[src/hw/rtl/hmr_pkg.sv]
// shared types and codes for the health monitor with recovery
// no dependencies; imported by hmr_in_if, hmr_core and the top level (hmr_out_if does not use it)
package hmr_pkg;

  localparam int unsigned CountWidth = 8;
  localparam int unsigned TimeWidth  = 32;
  localparam int unsigned CfgWidth   = 32;
  localparam int unsigned CfgIdxWidth = 2;

  localparam logic [CountWidth-1:0] CountMax = '1;

  localparam logic [CountWidth-1:0] WarnThresholdReset = 8'd2;
  localparam logic [CountWidth-1:0] FailThresholdReset = 8'd5;
  localparam logic [TimeWidth-1:0]  RecoveryIntervalReset = 32'd10000;

  typedef enum logic [CfgIdxWidth-1:0] {
    REG_WARN_THRESHOLD    = 2'd0,
    REG_FAIL_THRESHOLD    = 2'd1,
    REG_RECOVERY_INTERVAL = 2'd2
  } cfg_reg_t;

  typedef enum logic [2:0] {
    CODE_OK          = 3'd0,
    CODE_SENSOR_WARN = 3'd1,
    CODE_TX_WARN     = 3'd2,
    CODE_NO_SENSOR   = 3'd3,
    CODE_NO_SERVO    = 3'd4,
    CODE_SENSOR_FAIL = 3'd5,
    CODE_TX_FAIL     = 3'd6,
    CODE_BUS_FAULT   = 3'd7
  } status_t;

  typedef enum logic [1:0] {
    COLOR_GREEN  = 2'd0,
    COLOR_YELLOW = 2'd1,
    COLOR_RED    = 2'd2
  } color_t;

  typedef struct packed {
    logic                 action;
    logic                 bus_fault;
    logic                 sensor_present;
    logic                 actuator_attached;
    logic                 sensor_ok;
    logic                 tx_ok;
    logic [TimeWidth-1:0] now_ms;
    logic                 sensor_restored;
    logic                 radio_restored;
  } in_item_t;

  typedef struct packed {
    status_t status_code;
    color_t  color;
    logic    code_changed;
    logic    request_bus_recovery;
    logic    request_sensor_retry;
    logic    request_radio_retry;
  } out_item_t;

  function automatic color_t color_of(input status_t code);
    color_t c;
    case (code)
      CODE_OK:                    c = COLOR_GREEN;
      CODE_SENSOR_WARN,
      CODE_TX_WARN:               c = COLOR_YELLOW;
      default:                    c = COLOR_RED;
    endcase
    return c;
  endfunction

endpackage

[src/hw/rtl/hmr_in_if.sv]
// report channel of the health monitor: valid/ready plus report fields
// depends on hmr_pkg for widths
interface hmr_in_if;
  import hmr_pkg::*;

  logic                 valid;
  logic                 ready;
  logic                 action;
  logic                 bus_fault;
  logic                 sensor_present;
  logic                 actuator_attached;
  logic                 sensor_ok;
  logic                 tx_ok;
  logic [TimeWidth-1:0] now_ms;
  logic                 sensor_restored;
  logic                 radio_restored;

  modport source (
    output valid, action, bus_fault, sensor_present, actuator_attached,
           sensor_ok, tx_ok, now_ms, sensor_restored, radio_restored,
    input  ready
  );

  modport sink (
    input  valid, action, bus_fault, sensor_present, actuator_attached,
           sensor_ok, tx_ok, now_ms, sensor_restored, radio_restored,
    output ready
  );
endinterface

[src/hw/rtl/hmr_out_if.sv]
// status channel of the health monitor: valid/ready plus status fields
// no package dependency
interface hmr_out_if;
  logic       valid;
  logic       ready;
  logic [2:0] status_code;
  logic [1:0] color;
  logic       code_changed;
  logic       request_bus_recovery;
  logic       request_sensor_retry;
  logic       request_radio_retry;

  modport source (
    output valid, status_code, color, code_changed, request_bus_recovery,
           request_sensor_retry, request_radio_retry,
    input  ready
  );

  modport sink (
    input  valid, status_code, color, code_changed, request_bus_recovery,
           request_sensor_retry, request_radio_retry,
    output ready
  );
endinterface

[src/hw/rtl/health_monitor_with_recovery.sv]
// top level of the health monitor with recovery: input stage, evaluation, output stage
// depends on hmr_pkg, hmr_in_if, hmr_out_if and hmr_core
//
//   channel  | direction | transaction
//   in_ch    | in        | one report: periodic outcome or recovery result
//   out_ch   | out       | one status: code, color, change flag, retry requests
//   cfg_*    | in        | register write, index 0..2, no read-back
//
// one report per cycle unless out_ch stalls; the status is registered after stage s1
// reports are evaluated one after another against the health state, no gaps needed
// rst is synchronous; it empties both stages and restores thresholds and state
// a stalled out_ch holds its status; in_ch stays ready while the output stage can drain
module health_monitor_with_recovery (
  input  logic                            clk,
  input  logic                            rst,
  input  logic                            cfg_we,
  input  logic [hmr_pkg::CfgIdxWidth-1:0] cfg_index,
  input  logic [hmr_pkg::CfgWidth-1:0]    cfg_data,
  hmr_in_if.sink                          in_ch,
  hmr_out_if.source                       out_ch
);
  import hmr_pkg::*;

  in_item_t  s1_item;
  logic      s1_valid;
  out_item_t res;
  out_item_t out_item;
  logic      out_valid;
  logic      advance;
  in_item_t  in_item;

  assign advance = !out_valid || out_ch.ready;
  assign in_ch.ready = !s1_valid || advance;

  always_comb begin
    in_item.action            = in_ch.action;
    in_item.bus_fault         = in_ch.bus_fault;
    in_item.sensor_present    = in_ch.sensor_present;
    in_item.actuator_attached = in_ch.actuator_attached;
    in_item.sensor_ok         = in_ch.sensor_ok;
    in_item.tx_ok             = in_ch.tx_ok;
    in_item.now_ms            = in_ch.now_ms;
    in_item.sensor_restored   = in_ch.sensor_restored;
    in_item.radio_restored    = in_ch.radio_restored;
  end

  always_ff @(posedge clk) begin
    if (rst) begin
      s1_valid <= 1'b0;
    end else if (in_ch.ready) begin
      s1_valid <= in_ch.valid;
    end
  end

  always_ff @(posedge clk) begin
    if (in_ch.ready && in_ch.valid) begin
      s1_item <= in_item;
    end
  end

  hmr_core u_core (
    .clk       (clk),
    .rst       (rst),
    .cfg_we    (cfg_we),
    .cfg_index (cfg_index),
    .cfg_data  (cfg_data),
    .en        (s1_valid && advance),
    .item      (s1_item),
    .res       (res)
  );

  always_ff @(posedge clk) begin
    if (rst) begin
      out_valid <= 1'b0;
    end else if (advance) begin
      out_valid <= s1_valid;
    end
  end

  always_ff @(posedge clk) begin
    if (advance && s1_valid) begin
      out_item <= res;
    end
  end

  assign out_ch.valid                = out_valid;
  assign out_ch.status_code          = out_item.status_code;
  assign out_ch.color                = out_item.color;
  assign out_ch.code_changed         = out_item.code_changed;
  assign out_ch.request_bus_recovery = out_item.request_bus_recovery;
  assign out_ch.request_sensor_retry = out_item.request_sensor_retry;
  assign out_ch.request_radio_retry  = out_item.request_radio_retry;

  a_stall_only_when_full: assert property (@(posedge clk) disable iff (rst)
    !in_ch.ready |-> s1_valid && out_valid && !out_ch.ready)
    else $error("input stalled with room in the pipeline");

  a_request_needs_red: assert property (@(posedge clk) disable iff (rst)
    out_valid && (out_item.request_bus_recovery || out_item.request_sensor_retry ||
                  out_item.request_radio_retry) |-> out_item.color == COLOR_RED)
    else $error("retry request without red status");

  a_bus_request_pairs: assert property (@(posedge clk) disable iff (rst)
    out_valid && out_item.request_bus_recovery |-> out_item.request_sensor_retry)
    else $error("bus recovery without sensor retry");

endmodule

[src/hw/rtl/hmr_core.sv]
// health state, thresholds and status evaluation for one report per cycle while en is high
// depends on hmr_pkg
module hmr_core (
  input  logic                                 clk,
  input  logic                                 rst,
  input  logic                                 cfg_we,
  input  logic [hmr_pkg::CfgIdxWidth-1:0]      cfg_index,
  input  logic [hmr_pkg::CfgWidth-1:0]         cfg_data,
  input  logic                                 en,
  input  hmr_pkg::in_item_t                    item,
  output hmr_pkg::out_item_t                   res
);
  import hmr_pkg::*;

  logic [CountWidth-1:0] warn_threshold;
  logic [CountWidth-1:0] fail_threshold;
  logic [TimeWidth-1:0]  recovery_period;

  logic [CountWidth-1:0] sensor_fail_count, sensor_fail_count_next;
  logic [CountWidth-1:0] tx_fail_count, tx_fail_count_next;
  status_t               current_code, current_code_next;
  logic [TimeWidth-1:0]  last_recovery_ms, last_recovery_ms_next;

  logic                  all_present;
  logic [CountWidth-1:0] s_cnt, t_cnt;
  status_t               code;
  color_t                color;
  logic [TimeWidth-1:0]  elapsed;
  logic                  fire;

  always_ff @(posedge clk) begin
    if (rst) begin
      warn_threshold  <= WarnThresholdReset;
      fail_threshold  <= FailThresholdReset;
      recovery_period <= RecoveryIntervalReset;
    end else if (cfg_we) begin
      case (cfg_reg_t'(cfg_index))
        REG_WARN_THRESHOLD:    warn_threshold <= cfg_data[CountWidth-1:0];
        REG_FAIL_THRESHOLD:    fail_threshold <= cfg_data[CountWidth-1:0];
        REG_RECOVERY_INTERVAL: recovery_period <= cfg_data[TimeWidth-1:0];
        default: ;
      endcase
    end
  end

  always_comb begin
    all_present = !item.bus_fault && item.sensor_present && item.actuator_attached;

    // saturating consecutive-failure counters
    s_cnt = item.sensor_ok ? '0 :
            (sensor_fail_count == CountMax) ? CountMax :
            sensor_fail_count + CountWidth'(1);
    t_cnt = item.tx_ok ? '0 :
            (tx_fail_count == CountMax) ? CountMax : tx_fail_count + CountWidth'(1);

    if (item.bus_fault)                code = CODE_BUS_FAULT;
    else if (!item.sensor_present)     code = CODE_NO_SENSOR;
    else if (!item.actuator_attached)  code = CODE_NO_SERVO;
    else if (s_cnt >= fail_threshold)  code = CODE_SENSOR_FAIL;
    else if (t_cnt >= fail_threshold)  code = CODE_TX_FAIL;
    else if (s_cnt >= warn_threshold)  code = CODE_SENSOR_WARN;
    else if (t_cnt >= warn_threshold)  code = CODE_TX_WARN;
    else                               code = CODE_OK;

    color   = color_of(code);
    elapsed = item.now_ms - last_recovery_ms;
    fire    = (color == COLOR_RED) && (elapsed >= recovery_period);

    sensor_fail_count_next = sensor_fail_count;
    tx_fail_count_next     = tx_fail_count;
    current_code_next      = current_code;
    last_recovery_ms_next  = last_recovery_ms;

    if (item.action) begin
      if (item.sensor_restored) sensor_fail_count_next = '0;
      if (item.radio_restored)  tx_fail_count_next = '0;
      res.status_code          = current_code;
      res.color                = color_of(current_code);
      res.code_changed         = 1'b0;
      res.request_bus_recovery = 1'b0;
      res.request_sensor_retry = 1'b0;
      res.request_radio_retry  = 1'b0;
    end else begin
      if (all_present) begin
        sensor_fail_count_next = s_cnt;
        tx_fail_count_next     = t_cnt;
      end
      current_code_next = code;
      if (fire) last_recovery_ms_next = item.now_ms;
      res.status_code          = code;
      res.color                = color;
      res.code_changed         = (code != current_code);
      res.request_bus_recovery = fire && (code == CODE_BUS_FAULT);
      res.request_sensor_retry = fire && ((code == CODE_BUS_FAULT) ||
                                          (code == CODE_SENSOR_FAIL) ||
                                          (code == CODE_NO_SENSOR));
      res.request_radio_retry  = fire && (code == CODE_TX_FAIL);
    end
  end

  always_ff @(posedge clk) begin
    if (rst) begin
      sensor_fail_count <= '0;
      tx_fail_count     <= '0;
      current_code      <= CODE_OK;
      last_recovery_ms  <= '0;
    end else if (en) begin
      sensor_fail_count <= sensor_fail_count_next;
      tx_fail_count     <= tx_fail_count_next;
      current_code      <= current_code_next;
      last_recovery_ms  <= last_recovery_ms_next;
    end
  end

  a_recovery_stamp: assert property (@(posedge clk) disable iff (rst)
    en && !item.action && fire |=> last_recovery_ms == $past(item.now_ms))
    else $error("recovery timestamp not taken");

  a_sensor_saturate: assert property (@(posedge clk) disable iff (rst)
    en && !item.action && all_present && !item.sensor_ok &&
    sensor_fail_count == CountMax |=> sensor_fail_count == CountMax)
    else $error("sensor failure count wrapped");

  a_tx_saturate: assert property (@(posedge clk) disable iff (rst)
    en && !item.action && all_present && !item.tx_ok &&
    tx_fail_count == CountMax |=> tx_fail_count == CountMax)
    else $error("tx failure count wrapped");

  a_retry_report_holds_code: assert property (@(posedge clk) disable iff (rst)
    en && item.action |=> current_code == $past(current_code))
    else $error("retry report changed the status code");

endmodule
[src/flat_wrapper.sv]
// flat-port wrapper written by rule: the top's interface ports become plain ports
module health_monitor_with_recovery_flat import hmr_pkg::*;
  (clk, rst, cfg_we, cfg_index, cfg_data, in_ch_valid, in_ch_action, in_ch_bus_fault, in_ch_sensor_present, in_ch_actuator_attached, in_ch_sensor_ok, in_ch_tx_ok, in_ch_now_ms, in_ch_sensor_restored, in_ch_radio_restored, in_ch_ready, out_ch_valid, out_ch_status_code, out_ch_color, out_ch_code_changed, out_ch_request_bus_recovery, out_ch_request_sensor_retry, out_ch_request_radio_retry, out_ch_ready);
  hmr_in_if in_ch_i ();
  hmr_out_if out_ch_i ();
  input  logic clk;
  input  logic rst;
  input  logic cfg_we;
  input  logic [hmr_pkg::CfgIdxWidth-1:0] cfg_index;
  input  logic [hmr_pkg::CfgWidth-1:0] cfg_data;
  input wire logic [$bits(in_ch_i.valid)-1:0] in_ch_valid;
  input wire logic [$bits(in_ch_i.action)-1:0] in_ch_action;
  input wire logic [$bits(in_ch_i.bus_fault)-1:0] in_ch_bus_fault;
  input wire logic [$bits(in_ch_i.sensor_present)-1:0] in_ch_sensor_present;
  input wire logic [$bits(in_ch_i.actuator_attached)-1:0] in_ch_actuator_attached;
  input wire logic [$bits(in_ch_i.sensor_ok)-1:0] in_ch_sensor_ok;
  input wire logic [$bits(in_ch_i.tx_ok)-1:0] in_ch_tx_ok;
  input wire logic [$bits(in_ch_i.now_ms)-1:0] in_ch_now_ms;
  input wire logic [$bits(in_ch_i.sensor_restored)-1:0] in_ch_sensor_restored;
  input wire logic [$bits(in_ch_i.radio_restored)-1:0] in_ch_radio_restored;
  output wire logic [$bits(in_ch_i.ready)-1:0] in_ch_ready;
  output wire logic [$bits(out_ch_i.valid)-1:0] out_ch_valid;
  output wire logic [$bits(out_ch_i.status_code)-1:0] out_ch_status_code;
  output wire logic [$bits(out_ch_i.color)-1:0] out_ch_color;
  output wire logic [$bits(out_ch_i.code_changed)-1:0] out_ch_code_changed;
  output wire logic [$bits(out_ch_i.request_bus_recovery)-1:0] out_ch_request_bus_recovery;
  output wire logic [$bits(out_ch_i.request_sensor_retry)-1:0] out_ch_request_sensor_retry;
  output wire logic [$bits(out_ch_i.request_radio_retry)-1:0] out_ch_request_radio_retry;
  input wire logic [$bits(out_ch_i.ready)-1:0] out_ch_ready;
  assign in_ch_i.valid = in_ch_valid;
  assign in_ch_i.action = in_ch_action;
  assign in_ch_i.bus_fault = in_ch_bus_fault;
  assign in_ch_i.sensor_present = in_ch_sensor_present;
  assign in_ch_i.actuator_attached = in_ch_actuator_attached;
  assign in_ch_i.sensor_ok = in_ch_sensor_ok;
  assign in_ch_i.tx_ok = in_ch_tx_ok;
  assign in_ch_i.now_ms = in_ch_now_ms;
  assign in_ch_i.sensor_restored = in_ch_sensor_restored;
  assign in_ch_i.radio_restored = in_ch_radio_restored;
  assign in_ch_ready = in_ch_i.ready;
  assign out_ch_valid = out_ch_i.valid;
  assign out_ch_status_code = out_ch_i.status_code;
  assign out_ch_color = out_ch_i.color;
  assign out_ch_code_changed = out_ch_i.code_changed;
  assign out_ch_request_bus_recovery = out_ch_i.request_bus_recovery;
  assign out_ch_request_sensor_retry = out_ch_i.request_sensor_retry;
  assign out_ch_request_radio_retry = out_ch_i.request_radio_retry;
  assign out_ch_i.ready = out_ch_ready;
  health_monitor_with_recovery u_core (.clk(clk), .rst(rst), .cfg_we(cfg_we), .cfg_index(cfg_index), .cfg_data(cfg_data), .in_ch(in_ch_i), .out_ch(out_ch_i));
endmodule
[config.mk]
export PLATFORM = sky130hd
export DESIGN_NAME = health_monitor_with_recovery_flat
export DESIGN_NICKNAME = d
export VERILOG_FILES = /design/src/hw/rtl/hmr_pkg.sv /design/src/hw/rtl/hmr_in_if.sv /design/src/hw/rtl/hmr_out_if.sv /design/src/hw/rtl/health_monitor_with_recovery.sv /design/src/hw/rtl/hmr_core.sv /design/src/flat_wrapper.sv
export SDC_FILE = /design/constraint.sdc
export NUM_CORES = 1
export LEC_CHECK = 0
export ABC_AREA = 0
export ABC_CLOCK_PERIOD_IN_PS = 7100
export BUFFER_PORTS_ARGS = -buffer_cell sky130_fd_sc_hd__buf_4
export CAP_MARGIN = 20
export CORE_MARGIN = 5
export CORE_UTILIZATION = 30
export DETAILED_ROUTE_END_ITERATION = 7
export PLACE_DENSITY = 0.5
export SLEW_MARGIN = 10
export SYNTH_ARGS = -nofsm -noshare
export SYNTH_HDL_FRONTEND = slang
export SYNTH_SLANG_ARGS = --single-unit
[constraint.sdc]
create_clock -name clk -period 7.1 [get_ports clk]
set_clock_uncertainty 0.1 [all_clocks]
set_input_delay 1.42 -clock clk [delete_from_list [all_inputs] [get_ports clk]]
set_output_delay 1.42 -clock clk [all_outputs]
set_load 0.005 [all_outputs]
==> impl_metrics.toml <==
[outcome]
outcome = "finished clean"

[clock_network]
post_cts.repair.setup_buffers = 0
clk_pin_slew_worst_paths_ps = 60
post_cts_hold_buffer_count = 0
clk_path_buf_depth = 2
numClockSinks = 150
clock_insertion_delay_worst_skew_ps = 430
cts.repair.resized = 0
cts_htree_levels = 4
clock_tree_from_tritoncts = "built"
tritoncts.num_buffers = 17
ctsRootBufferMaster = "clkbuf_16"

[drt]
detailroute.wirelength.met3_um = 801
met2_wirelength_um = 10100
post_drt_wl_per_cell_um = 15.1
remaining_antenna_violation_count_after_routing = 0
routed-via-count = 6906
topRoutingLayerUsed = "met4"
route.detailed.drc = 0
detail_route.iter0.violations = 341
totalWireLength_um = 22100
firstDrtPassIters = 5
vias_per_cell = 4.70
detail_route.wirelength.met1_um = 11000

[floorplanning]
placement_rows = 62
initial_utilization_pct = 30.5
fp.dieArea_um2 = 32800
die-width_um = 181
floorplan.core_area_um2 = 28800
boundaryPins = 90
die_outline_height_um = 181

[cells_and_area]
finalCoreUtilization_pct = 36.3
drive_above_1_share_pct = 13.5
finish.net_count = 1249
syn_to_layout_area_delta_pct = 19.0
antenna_cells_inserted = 0

[synthesis]
mappedNetlistNets = 1164
async_reset_ff_share_pct = 0
synthesis_warning_total = 0
synth_compound_gate_area_share_pct = 16.0
synth_enable_flop_cells = 49
synth_xor_xnor_area_share_pct = 3.89
synth_top_family_by_area = "compound AO/OA/AOI/OAI gates"
synth-seq-area-share_pct = 39.8
synthMuxAreaShare_pct = 5.05
synthFlopType = "dfxtp_1"
yosys.area.top_type = "dfxtp_1"
netlist_area_um2 = 8770
synth_top_area_share_pct = 23.0
post_synth_and_or_nand_nor_area_fraction_pct = 15.6
top_cells_by_area_synth = "dfxtp_1, edfxtp_1, ha_1, nand2_1, a21oi_1"
synth.distinct_cells = 63
yosys.cell_count.top_type = "nand2_1"
synth_fa_ha_area_share_pct = 14.1
ranking_of_synthesized_cells_by_instance_count = "nand2_1, dfxtp_1, ha_1"
synthesis.area_per_instance_um2 = 8.89
synth-seq-cells = 150
syn_inst = 987

[sta]
relative_slew_slack_pct = 32.9
post-route-min-period_ps = 5040
max_slew_violation_total_from_the_final_report = 0
final-hold-violation-count = 0
finalSetupTns_ps = 0
final.period_utilization_pct = 70.9
fmax_ghz = 0.199
setup_viol = 0
worstMarginPinSlew_ps = 999
rsz0062_at_grt = "no"

[setup_path]
worst_r2r_endpoint = "u_core.u_core.last_recovery_ms[5]"
worst_ep_required_time_ps = 7360
critical_path.startpoint_type = "flop"
timing.reg2reg.setup_slack_ps = 2060
crit_family = "compound AO/OA/AOI/OAI gates"
cp_slowest_cell = "a2111oi_2"
path_max_fanout = 20
critical_path_buf_inv_count = 1
crit_path_cell_trace = "ha_1 > nand4_1 > a211oi_1 > o41ai_2 > a2111oi_2 > nor3b_1 > o21ai_0 > mux2i_1 > o2111ai_1 > ha_1 > a21oi_1 > o21ai_0 > a21o_1 > a211oi_1 > o21ai_0 > a211oi_2 > nor4_4 > buf_4 > mux2i_1"
worst-path-stages = 19
cp-end-kind = "flop"
crit-reg2reg-launch = "u_core.s1_item[9]"
rr_worst_depth = 19
critPathKind = "reg2reg"
worstPathArrival_ps = 5290
critical_path.most_common_cell = "o21ai_0"
critical_path.max_stage_delay_ps = 500

[power_and_ir_drop]
cellLeakagePower_nw = 4.12
total_power_w = 0.00222
peak_ir_drop_on_the_vdd_network_uv = 161
powerDensity_nw_per_um2 = 212

[global_routing]
grt_max_degree = 73
grt.overflow.total = 0
gr-usage-all-layers_pct = 13.5
initial_antenna_violation_count = 0
grt_pass1_wl_um = 35700
grt_pass1_vias = 6897

[place]
dp_hpwl_um = 16400
gp_congestion = 0.845
io_buffer_count = 89

[worst_hold_path]
timing.hold.worst_path_depth = 2
worst_hold_startpoint = "u_core.u_core.recovery_period[29]"
hold_path_endpoint = "u_core.u_core.recovery_period[29]"
hold_class = "reg2reg"

[flow_run]
max_cap_viol_count = 0
## routing by layer
| layer | GRT usage [%] | vias up |
|---|---|---|
| li1 | - | 3619 |
| met1 | 18.0 | 3151 |
| met2 | 22.5 | 121 |
| met3 | 3.14 | 15 |
| met4 | 2.70 | 0 |
| met5 | 0 | - |
## registers in the layout, indices dropped and copies added (netlist names)
register                            cells
u_core.s1_item                         40
u_core.u_core.last_recovery_ms         32
u_core.u_core.recovery_period          32
u_core.u_core.fail_threshold            8
u_core.u_core.sensor_fail_count         8
u_core.u_core.tx_fail_count             8
u_core.u_core.warn_threshold            8
u_core.out_ch.status_code               3
u_core.u_core.current_code              3
u_core.out_ch.color                     2
u_core.out_ch.code_changed              1
u_core.out_ch.request_bus_recovery      1
u_core.out_ch.request_radio_retry       1
u_core.out_ch.request_sensor_retry      1
u_core.out_ch.valid                     1
u_core.s1_valid                         1
## power breakdown
| group | switching, W | internal (W) | total [W] |
|---|---|---|---|
| registers | 0.0000192 | 0.000923 | 0.000943 |
| clock network | 0.000407 | 0.000490 | 0.000897 |
| logic | 0.000212 | 0.000167 | 0.000379 |
## per-stage QoR
step	worst slack [ps]	hold WS [ps]	cells	area, um2
2_1_floorplan	2890	335	987	8770
3_3_place_gp	1560	343	1436	9870
3_5_place_dp	1480	346	1436	9870
4_1_cts	1380	357	1468	10400
5_1_grt	1600	371	1469	10400
6_report	2060	354	1469	10400
## worst max-delay path by stage
stage / startpoint / to
4_1_cts: u_core.s1_item[9] / u_core.u_core.last_recovery_ms[13]
6_report: u_core.s1_item[9] / u_core.u_core.last_recovery_ms[5]
2_1_floorplan: u_core.s1_item[2] / u_core.u_core.last_recovery_ms[0]
3_3_place_gp: u_core.s1_item[10] / u_core.u_core.last_recovery_ms[18]
3_5_place_dp: u_core.s1_item[9] / u_core.u_core.last_recovery_ms[15]
5_1_grt: u_core.s1_item[9] / u_core.u_core.last_recovery_ms[19]
## logic make-up (layout without fill, tap and decap cells)
logic type | after synthesis | count (layout)
adders and majority gates | 98 | 98
DFF | 150 | 150
buffers and inverters | 126 | 224
muxes | 44 | 44
AOI/OAI and AO/OA | 217 | 217
xor gates and xnor gates | 39 | 39
and+or+nand+nor | 313 | 313
## worst min-delay path, stage by stage, from the launching register on
cell and delay [ps]:
dfxtp_1 310, nand2_1 50, a21oi_1 50
## cells in the final DEF (no fill, tap or decap), types with 5 or more instances in the layout
cell	synthesis	routed
nand3_1	14	14
o211ai_1	8	8
dfxtp_1	101	101
a211oi_1	17	17
a22oi_1	17	17
o21a_1	7	7
nor3_1	14	14
clkbuf_16	0	17
inv_1	95	95
ha_1	97	97
mux2i_1	42	42
a21o_1	21	21
xnor2_1	26	26
buf_4	3	95
nor2_1	76	76
nand2_1	161	161
nand2b_1	7	7
inv_6	0	5
o21ai_0	29	29
a21oi_1	84	84
nand4_1	10	10
xor2_1	13	13
nor2b_1	7	7
edfxtp_1	49	49
## area by class of cell
cell class	count	area [um2]
fill	2942	18300
inverter	96	360
timing repair buffer	96	724
clock inverter	15	143
sequential	150	3490
multi-input combinational	711	4820
tap	384	480
clock buffer	17	425
(Power assumes the default switching activity.)
